`config.mk`:
```
export PLATFORM = sky130hd
export DESIGN_NAME = utf16_utf32_to_utf8_transcoder_unit
export DESIGN_NICKNAME = d
export VERILOG_FILES = /design/src/utt_pkg.sv /design/src/utf16_utf32_to_utf8_transcoder_unit.sv /design/src/utt_front.sv /design/src/utt_queue.sv /design/src/utt_back.sv
export SDC_FILE = /design/constraint.sdc
export NUM_CORES = 1
export LEC_CHECK = 0
export BUFFER_PORTS_ARGS = -buffer_cell sky130_fd_sc_hd__buf_2
export CAP_MARGIN = 30
export CORE_ASPECT_RATIO = 1.75
export CORE_UTILIZATION = 35
export DETAILED_ROUTE_END_ITERATION = 10
export MAX_ROUTING_LAYER = met4
export PLACE_DENSITY_LB_ADDON = 0.12
export SYNTH_ARGS = -nofsm -noshare
export SYNTH_HDL_FRONTEND = slang
export SYNTH_SLANG_ARGS = --single-unit
```
`constraint.sdc`:
```
create_clock -name clk -period 8.6 [get_ports clk]
set_input_delay 0 -clock clk [delete_from_list [all_inputs] [get_ports clk]]
set_output_delay 0 -clock clk [all_outputs]
set_load 0.01 [all_outputs]
```
`src/utt_pkg.sv`:
```
// shared types, constants and helpers for the utf16/utf32 to utf-8 transcoder
package utt_pkg;

	localparam int UTT_QUEUE_DEPTH = 4;

	localparam logic [2:0] ORD_RAW     = 3'd0;
	localparam logic [2:0] ORD_UTF8    = 3'd1;
	localparam logic [2:0] ORD_UTF16LE = 3'd2;
	localparam logic [2:0] ORD_UTF16BE = 3'd3;
	localparam logic [2:0] ORD_UTF32LE = 3'd4;
	localparam logic [2:0] ORD_UTF32BE = 3'd5;

	localparam logic [1:0] ST_OK          = 2'd0;
	localparam logic [1:0] ST_BAD_LEAD    = 2'd1;
	localparam logic [1:0] ST_UNSUPPORTED = 2'd2;

	localparam int MAX_CHAR_BYTES = 6;

	typedef struct packed {
		logic [7:0] in_byte;
		logic       stream_end;
	} in_word_t;

	typedef struct packed {
		logic [7:0] out_byte;
		logic       char_end;
		logic [1:0] status;
	} out_word_t;

	typedef struct packed {
		logic [MAX_CHAR_BYTES-1:0][7:0] bytes;
		logic [2:0]                     cnt;
		logic [1:0]                     status;
	} char_desc_t;

	function automatic logic [2:0] utf8_len(input logic [7:0] lead);
		logic [2:0] n;
		priority if (lead[7] == 1'b0)            n = 3'd1;
		else if ((lead & 8'he0) == 8'hc0)        n = 3'd2;
		else if ((lead & 8'hf0) == 8'he0)        n = 3'd3;
		else if ((lead & 8'hf8) == 8'hf0)        n = 3'd4;
		else if ((lead & 8'hfc) == 8'hf8)        n = 3'd5;
		else if ((lead & 8'hfe) == 8'hfc)        n = 3'd6;
		else                                     n = 3'd0;
		return n;
	endfunction

endpackage

```
`src/utf16_utf32_to_utf8_transcoder_unit.sv`:
```
// top level of the utf16/utf32 to utf-8 transcoder
// usage:
//  input side is a queue: drive item and raise push; the word is taken at a
//  clock edge where push is high and full is low. stream_end drops a partial
//  character and produces nothing
//  output side is a queue: while empty is low, result holds the oldest utf-8
//  byte; raising pop takes it. char_end marks the last byte of a character
//  the user writes the mode register via cfg_wr_en / cfg_wr_data only while
//  the block is idle (not enforced); a write drops any partial character
//  one input word is taken per cycle while full is low; a character's bytes
//  come out one per cycle while the receiver keeps popping, so the output
//  side sets the sustained rate (up to six bytes for a long utf-8 sequence,
//  up to three for utf-16/utf-32); the word that completes a character
//  reaches the output through the descriptor queue, then the output register
//  when the receiver stalls, the descriptor queue (QUEUE_DEPTH characters)
//  fills and full rises; nothing is lost
//  reset clears the queue and the output register and selects raw mode
module utf16_utf32_to_utf8_transcoder_unit import utt_pkg::*; #(
	parameter int QUEUE_DEPTH = UTT_QUEUE_DEPTH
) (
	input  logic       clk,
	input  logic       arst_n,
	input  logic       cfg_wr_en,
	input  logic [2:0] cfg_wr_data,
	input  logic       push,
	output logic       full,
	input  in_word_t   item,
	output logic       empty,
	input  logic       pop,
	output out_word_t  result
);

	logic       desc_push;
	char_desc_t desc;
	logic       desc_pop;
	char_desc_t head;
	logic       q_empty;
	logic       q_full;

	assign full = q_full;

	utt_front u_front (
		.clk         (clk),
		.arst_n      (arst_n),
		.cfg_wr_en   (cfg_wr_en),
		.cfg_wr_data (cfg_wr_data),
		.push        (push),
		.item        (item),
		.q_full      (q_full),
		.desc_push   (desc_push),
		.desc        (desc)
	);

	utt_queue #(
		.DEPTH (QUEUE_DEPTH)
	) u_queue (
		.clk     (clk),
		.arst_n  (arst_n),
		.wr      (desc_push),
		.wr_data (desc),
		.rd      (desc_pop),
		.head    (head),
		.q_empty (q_empty),
		.q_full  (q_full)
	);

	utt_back u_back (
		.clk      (clk),
		.arst_n   (arst_n),
		.head     (head),
		.q_empty  (q_empty),
		.desc_pop (desc_pop),
		.pop      (pop),
		.empty    (empty),
		.result   (result)
	);

	a_no_push_when_full: assert property (@(posedge clk) disable iff (!arst_n)
		desc_push |-> !q_full)
		else $error("descriptor pushed into full queue");

	a_no_pop_when_empty: assert property (@(posedge clk) disable iff (!arst_n)
		desc_pop |-> !q_empty)
		else $error("descriptor popped from empty queue");

	a_end_gives_nothing: assert property (@(posedge clk) disable iff (!arst_n)
		(push && !full && item.stream_end) |-> !desc_push)
		else $error("stream end produced a descriptor");

	a_head_count_valid: assert property (@(posedge clk) disable iff (!arst_n)
		!q_empty |-> (head.cnt != 3'd0 && head.cnt <= 3'd6))
		else $error("queued descriptor has bad byte count");

endmodule

```
`src/utt_front.sv`:
```
// front end: takes input words, gathers characters and builds output descriptors
module utt_front import utt_pkg::*; (
	input  logic       clk,
	input  logic       arst_n,
	input  logic       cfg_wr_en,
	input  logic [2:0] cfg_wr_data,
	input  logic       push,
	input  in_word_t   item,
	input  logic       q_full,
	output logic       desc_push,
	output char_desc_t desc
);

	logic [2:0] order_q;
	logic [2:0] gcnt_q;
	logic [2:0] ecnt_q;
	logic [7:0] gb_q [MAX_CHAR_BYTES];

	logic                           accept;
	logic                           is_raw;
	logic                           is_utf8;
	logic [2:0]                     lead_n;
	logic [2:0]                     need;
	logic                           bad_lead;
	logic [2:0]                     gcnt_inc;
	logic                           done;
	logic [MAX_CHAR_BYTES-1:0][7:0] cur;
	logic [31:0]                    val;
	logic [15:0]                    v16;
	char_desc_t                     enc;

	assign accept   = push && !q_full;
	assign is_raw   = (order_q == ORD_RAW) || (order_q > ORD_UTF32BE);
	assign is_utf8  = (order_q == ORD_UTF8);
	assign lead_n   = utf8_len(item.in_byte);
	assign bad_lead = is_utf8 && (gcnt_q == 3'd0) && (lead_n == 3'd0);
	assign gcnt_inc = 3'(gcnt_q + 3'd1);
	assign done     = gcnt_inc >= need;

	always_comb begin
		if (gcnt_q != 3'd0) begin
			need = ecnt_q;
		end else if (is_utf8) begin
			need = lead_n;
		end else if (order_q <= ORD_UTF16BE) begin
			need = 3'd2;
		end else begin
			need = 3'd4;
		end
	end

	always_comb begin
		for (int i = 0; i < MAX_CHAR_BYTES; i++) begin
			cur[i] = (gcnt_q == 3'(i)) ? item.in_byte : gb_q[i];
		end
	end

	always_comb begin
		priority if (order_q == ORD_UTF16LE) begin
			val = {16'h0000, cur[1], cur[0]};
		end else if (order_q == ORD_UTF16BE) begin
			val = {16'h0000, cur[0], cur[1]};
		end else if (order_q == ORD_UTF32LE) begin
			val = {cur[3], cur[2], cur[1], cur[0]};
		end else begin
			val = {cur[0], cur[1], cur[2], cur[3]};
		end
	end

	assign v16 = val[15:0];

	// encode the gathered code unit as utf-8; a value above 16 bits is marked unsupported
	always_comb begin
		enc = '0;
		priority if (val[31:16] != 16'h0000) begin
			enc.cnt    = 3'd1;
			enc.status = ST_UNSUPPORTED;
		end else if (v16 < 16'h0080) begin
			enc.bytes[0] = {1'b0, v16[6:0]};
			enc.cnt      = 3'd1;
		end else if (v16 < 16'h0800) begin
			enc.bytes[0] = {3'b110, v16[10:6]};
			enc.bytes[1] = {2'b10, v16[5:0]};
			enc.cnt      = 3'd2;
		end else begin
			enc.bytes[0] = {4'b1110, v16[15:12]};
			enc.bytes[1] = {2'b10, v16[11:6]};
			enc.bytes[2] = {2'b10, v16[5:0]};
			enc.cnt      = 3'd3;
		end
	end

	always_comb begin
		desc      = '0;
		desc_push = 1'b0;
		if (accept && !item.stream_end) begin
			priority if (is_raw) begin
				desc_push     = 1'b1;
				desc.bytes[0] = item.in_byte;
				desc.cnt      = 3'd1;
				desc.status   = ST_OK;
			end else if (bad_lead) begin
				desc_push     = 1'b1;
				desc.bytes[0] = item.in_byte;
				desc.cnt      = 3'd1;
				desc.status   = ST_BAD_LEAD;
			end else if (done) begin
				desc_push = 1'b1;
				if (is_utf8) begin
					desc.bytes  = cur;
					desc.cnt    = need;
					desc.status = ST_OK;
				end else begin
					desc = enc;
				end
			end else begin
				desc_push = 1'b0;
			end
		end
	end

	always_ff @(posedge clk or negedge arst_n) begin
		if (!arst_n) begin
			order_q <= ORD_RAW;
			gcnt_q  <= 3'd0;
			ecnt_q  <= 3'd0;
		end else if (cfg_wr_en) begin
			order_q <= cfg_wr_data;
			gcnt_q  <= 3'd0;
			ecnt_q  <= 3'd0;
		end else if (accept) begin
			if (item.stream_end) begin
				gcnt_q <= 3'd0;
				ecnt_q <= 3'd0;
			end else if (!is_raw && !bad_lead) begin
				if (done) begin
					gcnt_q <= 3'd0;
					ecnt_q <= 3'd0;
				end else begin
					gcnt_q <= gcnt_inc;
					ecnt_q <= need;
				end
			end
		end
	end

	always_ff @(posedge clk) begin
		if (accept && !item.stream_end && !is_raw && !bad_lead && !done) begin
			gb_q[gcnt_q] <= item.in_byte;
		end
	end

endmodule

```
`src/utt_queue.sv`:
```
// short descriptor queue between front and back ends
module utt_queue import utt_pkg::*; #(
	parameter int DEPTH = UTT_QUEUE_DEPTH
) (
	input  logic       clk,
	input  logic       arst_n,
	input  logic       wr,
	input  char_desc_t wr_data,
	input  logic       rd,
	output char_desc_t head,
	output logic       q_empty,
	output logic       q_full
);

	localparam int PTR_W = (DEPTH > 1) ? $clog2(DEPTH) : 1;
	localparam int CNT_W = $clog2(DEPTH + 1);

	char_desc_t       mem_q [DEPTH];
	logic [PTR_W-1:0] wr_ptr_q;
	logic [PTR_W-1:0] rd_ptr_q;
	logic [CNT_W-1:0] cnt_q;
	logic             do_wr;
	logic             do_rd;

	assign q_empty = (cnt_q == '0);
	assign q_full  = (cnt_q == CNT_W'(DEPTH));
	assign do_wr   = wr && !q_full;
	assign do_rd   = rd && !q_empty;
	assign head    = mem_q[rd_ptr_q];

	always_ff @(posedge clk or negedge arst_n) begin
		if (!arst_n) begin
			wr_ptr_q <= '0;
			rd_ptr_q <= '0;
			cnt_q    <= '0;
		end else begin
			if (do_wr) begin
				wr_ptr_q <= (wr_ptr_q == PTR_W'(DEPTH - 1)) ? '0 : PTR_W'(wr_ptr_q + 1'b1);
			end
			if (do_rd) begin
				rd_ptr_q <= (rd_ptr_q == PTR_W'(DEPTH - 1)) ? '0 : PTR_W'(rd_ptr_q + 1'b1);
			end
			if (do_wr && !do_rd) begin
				cnt_q <= CNT_W'(cnt_q + 1'b1);
			end else if (do_rd && !do_wr) begin
				cnt_q <= CNT_W'(cnt_q - 1'b1);
			end
		end
	end

	always_ff @(posedge clk) begin
		if (do_wr) begin
			mem_q[wr_ptr_q] <= wr_data;
		end
	end

endmodule

```
`src/utt_back.sv`:
```
// back end: unpacks descriptors into output words, one byte per cycle while the receiver keeps popping
module utt_back import utt_pkg::*; (
	input  logic       clk,
	input  logic       arst_n,
	input  char_desc_t head,
	input  logic       q_empty,
	output logic       desc_pop,
	input  logic       pop,
	output logic       empty,
	output out_word_t  result
);

	logic [2:0] idx_q;
	logic       out_valid_q;
	out_word_t  out_q;
	logic       load;
	logic       last;

	assign load     = !q_empty && (!out_valid_q || pop);
	assign last     = (idx_q == 3'(head.cnt - 3'd1));
	assign desc_pop = load && last;
	assign empty    = !out_valid_q;
	assign result   = out_q;

	always_ff @(posedge clk or negedge arst_n) begin
		if (!arst_n) begin
			idx_q       <= 3'd0;
			out_valid_q <= 1'b0;
		end else begin
			if (load) begin
				idx_q       <= last ? 3'd0 : 3'(idx_q + 3'd1);
				out_valid_q <= 1'b1;
			end else if (pop) begin
				out_valid_q <= 1'b0;
			end
		end
	end

	always_ff @(posedge clk) begin
		if (load) begin
			out_q.out_byte <= head.bytes[idx_q];
			out_q.char_end <= last;
			out_q.status   <= head.status;
		end
	end

endmodule
```
==> results.md, run 1 <==
* Status: complete, but fails checks
* Failing checks: negative hold slack
* Routed WL at 36.5 mm
* RSZ-0062 raised after global routing: false
* Final Skew at 16.8 ps
* Via Count at 8147
* Gates resized, CTS repair at 0
* Layout cells sized above 1 at 20.1%
* First-pass GRT wire length at 54.1 mm
* Die Wd at 151 µm
* GRT Total Usage at 19.6%
* Nets at 996
* Detail Route met2 WL at 18.7 mm
* Syn Inst Count at 917
* Pwr Density at 269 nW/µm²
* Post-Syn Area at 13500 µm²
* Final Max Slew Viols at 0
* Largest net degree at the start of global routing at 56
* PortBufs at 29
* Worst Path Required at 8790 ps
* Hold WC Path Type: in -> async
* Synth Net Count at 951
* Clock Root Buffer: clkbuf_16
* Diodes inserted at 0
* H-Tree Depth at 1
* Router iterations before antenna repair at 5
* Core ar. at 38300 µm²
* FF-to-FF setup slack at 3530 ps
* Post-synth top flop: edfxtp_1
* Fin crit share at 59.0%
* Final Hold Viols at 13
* P&R area growth vs syn at 14.0%
* M1 WL at 14.0 mm
* DRC viols at 0
* Critical path class: reg -> reg
* WL met3 at 1.31 mm
* Worst hold slack at -7.93 ps
* Clock buffers created by TritonCTS at 28
* Worst-skew pair later-pin latency at 560 ps
* Vias in the first global route at 8343
* CTS tree: built
* Syn Area/Cell at 14.8 µm²
* Leakage at 0.00532 µW
* Ys Warns at 0
* Grt ovf at 0
* Endpoint type of the worst setup path: flop
* Drt wl/cell at 24.9 µm
* Synth unique cells at 73
* I/O Pins at 30
* Fill count at 3594
* Max Cap Viol at 0
* Worst Tran Pin Value at 1060 ps
* Die Y at 262 µm
* Hpwl dp at 25.2 mm
* Top layer reached by signal wires: met4
* Via-to-Cell Ratio at 5.55
* Initial antenna violation count at 0
* Post-route ant nets at 0
* Critical Path AT at 5260 ps
* Max IR drop VDD at 0.000121 V
* EDFF count, synth at 271
* RD Place Congestion at 0.939
* Asr flop ratio synth at 6.87%
* FP Rows at 95
* Final setup fails at 0
* Sequential area share after synthesis at 63.8%
* 1st-iter DRT viols at 566
* CTS sink count at 291
* Maximum clock path buffer count at 3
* Initial Util at 35.4%
* Yosys reg bits at 291
* Crit path time final at 5070 ps
* Fmax achieved at 0.197 GHz
* Sum Neg Setup Slack at 0 ps
* Relative slew margins at 28.5%
* Critical path peak fanout at 37
* Critical path launch point type: flop
* Clock slew at reported path FFs at 70 ps
* Die Area at 39500 µm²
[flip-flops by register name, summed over array words and instances, names as in the netlist]
| signal | cells |
|---|---|
| u_queue.mem_q | 212 |
| u_front.gcnt_q | 3 |
| u_queue.cnt_q | 3 |
| u_back.out_valid_q | 1 |
| u_back.idx_q | 3 |
| u_front.gb_q | 48 |
| u_queue.wr_ptr_q | 2 |
| u_front.ecnt_q | 3 |
| u_front.order_q | 3 |
| u_back.result | 11 |
| u_queue.rd_ptr_q | 2 |
[metal layers]
layer	vias to the layer above	track usage, %
met3	126	2.08
met5	-	-
li1	3698	-
met2	247	33.6
met1	4076	21.6
met4	0	12.4
[cells by family (layout without fill, tap and decap cells)]
group / after synthesis / count (layout) / synth area share [%]
flip-flops: 291 / 291 / 63.8
AND/OR/NAND/NOR: 229 / 229 / 8.82
AO/OA/AOI/OAI: 186 / 186 / 9.34
multiplexers: 100 / 100 / 13.1
buffers and inverters: 87 / 154 / 2.83
adder cells (fa/ha/maj): 17 / 17 / 1.63
XOR/XNOR: 7 / 7 / 0.453
[repair_timing]
item	CTS	global route
hold buffers	19	0
endpoints found under the hold margin	81	0
buffers inserted	0	0
[worst paths after layout]
| path | startpoint | end | cells after the start |
|---|---|---|---|
| min in group clk | item[0] | u_front.ecnt_q[2]$_DFFE_PN0P_ | 6 |
| max in group asynchronous | arst_n | u_queue.rd_ptr_q[0]$_DFFE_PN0P_ | 2 |
| worst max-delay path | u_front.gcnt_q[0]$_DFFE_PN0P_ | u_queue.mem_q[2][18]$_DFFE_PP_ | 11 |
| worst max register to register | u_front.gcnt_q[0]$_DFFE_PN0P_ | u_queue.mem_q[2][18]$_DFFE_PP_ | 11 |
| worst min-delay path | arst_n | u_back.idx_q[0]$_DFFE_PN0P_ | 2 |
| worst min register to register | u_queue.cnt_q[2]$_DFFE_PN0P_ | u_queue.cnt_q[2]$_DFFE_PN0P_ | 1 |
[cell usage after synthesis, drive strengths merged, types with 7 or more instances]
cell type / instances / area share (%)
ha: 16 / 1.5
nand2: 57 / 1.6
mux4: 61 / 10
a21o: 8 / 0.44
inv: 26 / 0.72
nor3: 25 / 0.92
o22ai: 8 / 0.37
o21ai: 29 / 1.1
and3b: 14 / 0.91
mux2i: 31 / 2.3
buf: 26 / 1.1
nand3: 23 / 0.85
dfrtp: 20 / 3.7
nand2b: 12 / 0.67
o221ai: 7 / 0.45
a21oi: 62 / 2.3
a211oi: 21 / 1.3
clkbuf: 35 / 0.97
nor2: 55 / 1.6
and2: 12 / 0.55
mux2: 8 / 0.67
edfxtp: 271 / 60
o211ai: 8 / 0.44
[cell usage in the layout, fill, tap and decap left out, types with 4 or more instances in the layout]
| cell | n |
|---|---|
| edfxtp_1 | 271 |
| a21oi_1 | 61 |
| mux4_2 | 61 |
| nand2_1 | 57 |
| nor2_1 | 54 |
| mux2i_1 | 31 |
| buf_2 | 30 |
| o21ai_0 | 29 |
| clkbuf_16 | 28 |
| inv_1 | 25 |
| nor3_1 | 24 |
| nand3_1 | 23 |
| buf_4 | 23 |
| dlygate4sd3_1 | 19 |
| dfrtp_1 | 18 |
| a211oi_1 | 17 |
| ha_1 | 16 |
| and3b_1 | 14 |
| nand2b_1 | 10 |
| and2_1 | 8 |
| a21o_1 | 8 |
| o211ai_1 | 8 |
| o22ai_1 | 8 |
| mux2_2 | 8 |
| o221ai_1 | 7 |
| a31oi_1 | 5 |
| nor2b_1 | 5 |
| xnor2_1 | 5 |
| bufinv_16 | 5 |
| clkbuf_1 | 5 |
| a21boi_0 | 4 |
| and2_2 | 4 |
| a211oi_2 | 4 |
| clkinvlp_4 | 4 |
[final cells by class]
type / instances / area [µm²] / area share, %
well taps: 485 / 607 / 3.93
multi-input cells: 539 / 4520 / 29.3
clock inverters: 17 / 245 / 1.59
repair buffers: 76 / 564 / 3.66
flip-flops and latches: 291 / 8640 / 56.0
inverters: 26 / 97.6 / 0.633
clock buffers: 35 / 747 / 4.84
[power by group]
part	switching (µW)	internal, µW	leakage, µW
combinational	611	482	0.00199
clock	547	773	0.000470
sequential	59.7	1680	0.00285
total	1220	2940	0.00532
[critical path: stages, from the launching register on]
cell and delay, ps:
dfrtp_1 500, inv_1 160, ha_1 590, nand2b_1 590, nor3_1 330, a21oi_1 130
ha_1 340, a21o_1 120, a21oi_1 130, a21boi_1 600, and2_2 580, buf_4 590
[per-stage QoR]
stage	setup WS, ps	util [%]	std cells	power, µW	instance area (µm²)
finish	3530	40.3	1469	4160	15400
global route	3140	40.3	1469	4340	15400
CTS	3480	40.3	1467	4230	15400
detailed placement	3490	37.2	1396	2900	14200
global placement	3620	37.1	1392	2880	14200
floorplan	4310	-	917	2520	13500
Power figures use the tool's default switching activity.
==> run 2, diff against run 1 <==
==> constraint.sdc (replaced) <==
create_clock -name clk -period 4.69 [get_ports clk]
set_input_delay 0 -clock clk [delete_from_list [all_inputs] [get_ports clk]]
set_output_delay 0 -clock clk [all_outputs]
set_load 0.01 [all_outputs]
==> results.md, run 2 (same netlist as run 1, synthesis figures left out) <==
* Final Hold Viols at 0
* Commonest non-fill, non-tap cells in the layout: edfxtp_1, a21oi_1, mux4_2, nand2_1, nor2_1
* Post-route ant nets at 0
* Clock slew at reported path FFs at 60 ps
* M1 GR Usage at 23.3%
* Router iterations before antenna repair at 5
* Critical path peak fanout at 11
* Util after Layout at 40.7%
* Fmax achieved at 0.233 GHz
* GRT Total Usage at 21.3%
* P&R area growth vs syn at 15.1%
* First-pass GRT wire length at 57.9 mm
* Hpwl dp at 28.2 mm
* Max Cap Viol at 0
* RSZ-0062 raised after global routing: false
* Most Used Layer, Global Route: met2
* Die Wd at 151 µm
* Largest reg by FF count: u_queue.mem_q
* 1st-iter DRT viols at 611
* RD Place Congestion at 0.996
* Relative slew margins at 29.5%
* Status: finished, final reports clean
* Critical Path AT at 4520 ps
* CTS tree: built
* Clock Root Buffer: clkbuf_16
* Routed WL at 39.4 mm
* Leakage at 0.00541 µW
* DP Cell Count at 1421
* Grt ovf at 0
* Met3 Usage GRT at 2.38%
* Via Count at 8286
* Largest register FFs at 212
* FP Rows at 95
* Final Max Slew Viols at 0
* Pwr Density at 480 nW/µm²
* Initial Util at 35.4%
* M2 GR Usage at 37.7%
* Clock buffers created by TritonCTS at 29
* Fin cells at 1494
* Final setup fails at 0
* H-Tree Depth at 1
* Core ar. at 38300 µm²
* Fin crit share at 91.3%
* Critical path launch point type: flop
* Nets at 1021
* Final Skew at 28.5 ps
* PortBufs at 29
* Initial antenna violation count at 1
* Die Y at 262 µm
* Max IR drop VDD at 0.000328 V
* Critical path class: reg -> reg
* I/O Pins at 30
* Worst Setup Slack post-DPL at 463 ps
* Vias in the first global route at 8588
* CTS sink count at 291
* Post-route setup slack at 406 ps
* DRC viols at 0
* Commonest non-fill, non-tap cell in the layout: edfxtp_1
* Hold WC Path Type: in -> async
* Drt wl/cell at 26.4 µm
* Sum Neg Setup Slack at 0 ps
* Worst-skew pair later-pin latency at 580 ps
* Endpoint type of the worst setup path: flop
* Crit path time final at 4280 ps
* Die Area at 39500 µm²
* Worst Path Required at 4930 ps
* Largest net degree at the start of global routing at 38
* Layout cells sized above 1 at 21.5%
* Diodes inserted at 0
* Via-to-Cell Ratio at 5.55
* Maximum clock path buffer count at 3
* Worst Tran Pin Value at 1030 ps
## run 2: changes by cell type in the layout (fill, tap and decap cells not counted), sizes merged
cell,delta
buf,+25
inv,+1
clkinvlp,-4
bufinv,-3
clkinv,+6
dlygate4sd3,+1
dlymetal6s2s,-1
## run 2: worst paths after layout
check / start / end / slack, ps / cells past startpoint
max: u_front.gcnt_q[0]$_DFFE_PN0P_ / u_queue.mem_q[0][12]$_DFFE_PP_ / 410 / 9
min: arst_n / u_back.idx_q[1]$_DFFE_PN0P_ / 50 / 2
max reg2reg: u_front.gcnt_q[0]$_DFFE_PN0P_ / u_queue.mem_q[0][12]$_DFFE_PP_ / 410 / 9
min reg2reg: u_queue.cnt_q[2]$_DFFE_PN0P_ / u_queue.cnt_q[2]$_DFFE_PN0P_ / 490 / 1
max in group asynchronous: arst_n / u_queue.rd_ptr_q[0]$_DFFE_PN0P_ / 4140 / 2
min in group clk: push / u_front.ecnt_q[2]$_DFFE_PN0P_ / 60 / 6
## run 2: stage by stage
stage          cell area [µm²]  hold slack, ps  total power (µW)
2_1_floorplan            13500            -296              4620
3_3_place_gp             14500            53.1              5330
3_5_place_dp             14500            55.0              5330
4_1_cts                  15600            28.4              7610
5_1_grt                  15600            67.2              7850
6_report                 15600            49.8              7470
## run 2: metal layers
layer | up-vias | routed length [µm] | part of all wire [%]
li1 | 3746 | - | -
met1 | 4197 | 14600 | 37
met2 | 248 | 21000 | 53
met3 | 95 | 1510 | 3.8
met4 | 0 | 2330 | 5.9
met5 | - | 0 | 0
## run 2: final cells by class
class	count	area (µm²)
multi-input combinational	539	4520
tap	485	607
clock inverter	17	155
clock buffer	36	752
timing repair buffer	100	803
inverter	26	97.6
fill	3560	22700
sequential	291	8640
## run 2: where the power goes
group,internal (µW),switching (µW)
combinational,896,1100
clock,1260,998
sequential,3090,135
total,5240,2230
## run 2: repair_timing
item,CTS,global route
buffers inserted,0,0
resized for setup,0,0
hold buffers,20,0
hold endpoints to repair,68,0
## run 2: critical path, cell delays in order, from the launching register on
cell	delay, ps
dfrtp_1	520
inv_1	130
ha_1	230
nand2b_1	400
mux2i_1	720
a21oi_1	190
o221a_4	310
or4b_4	630
o31ai_4	490
o221ai_1	320
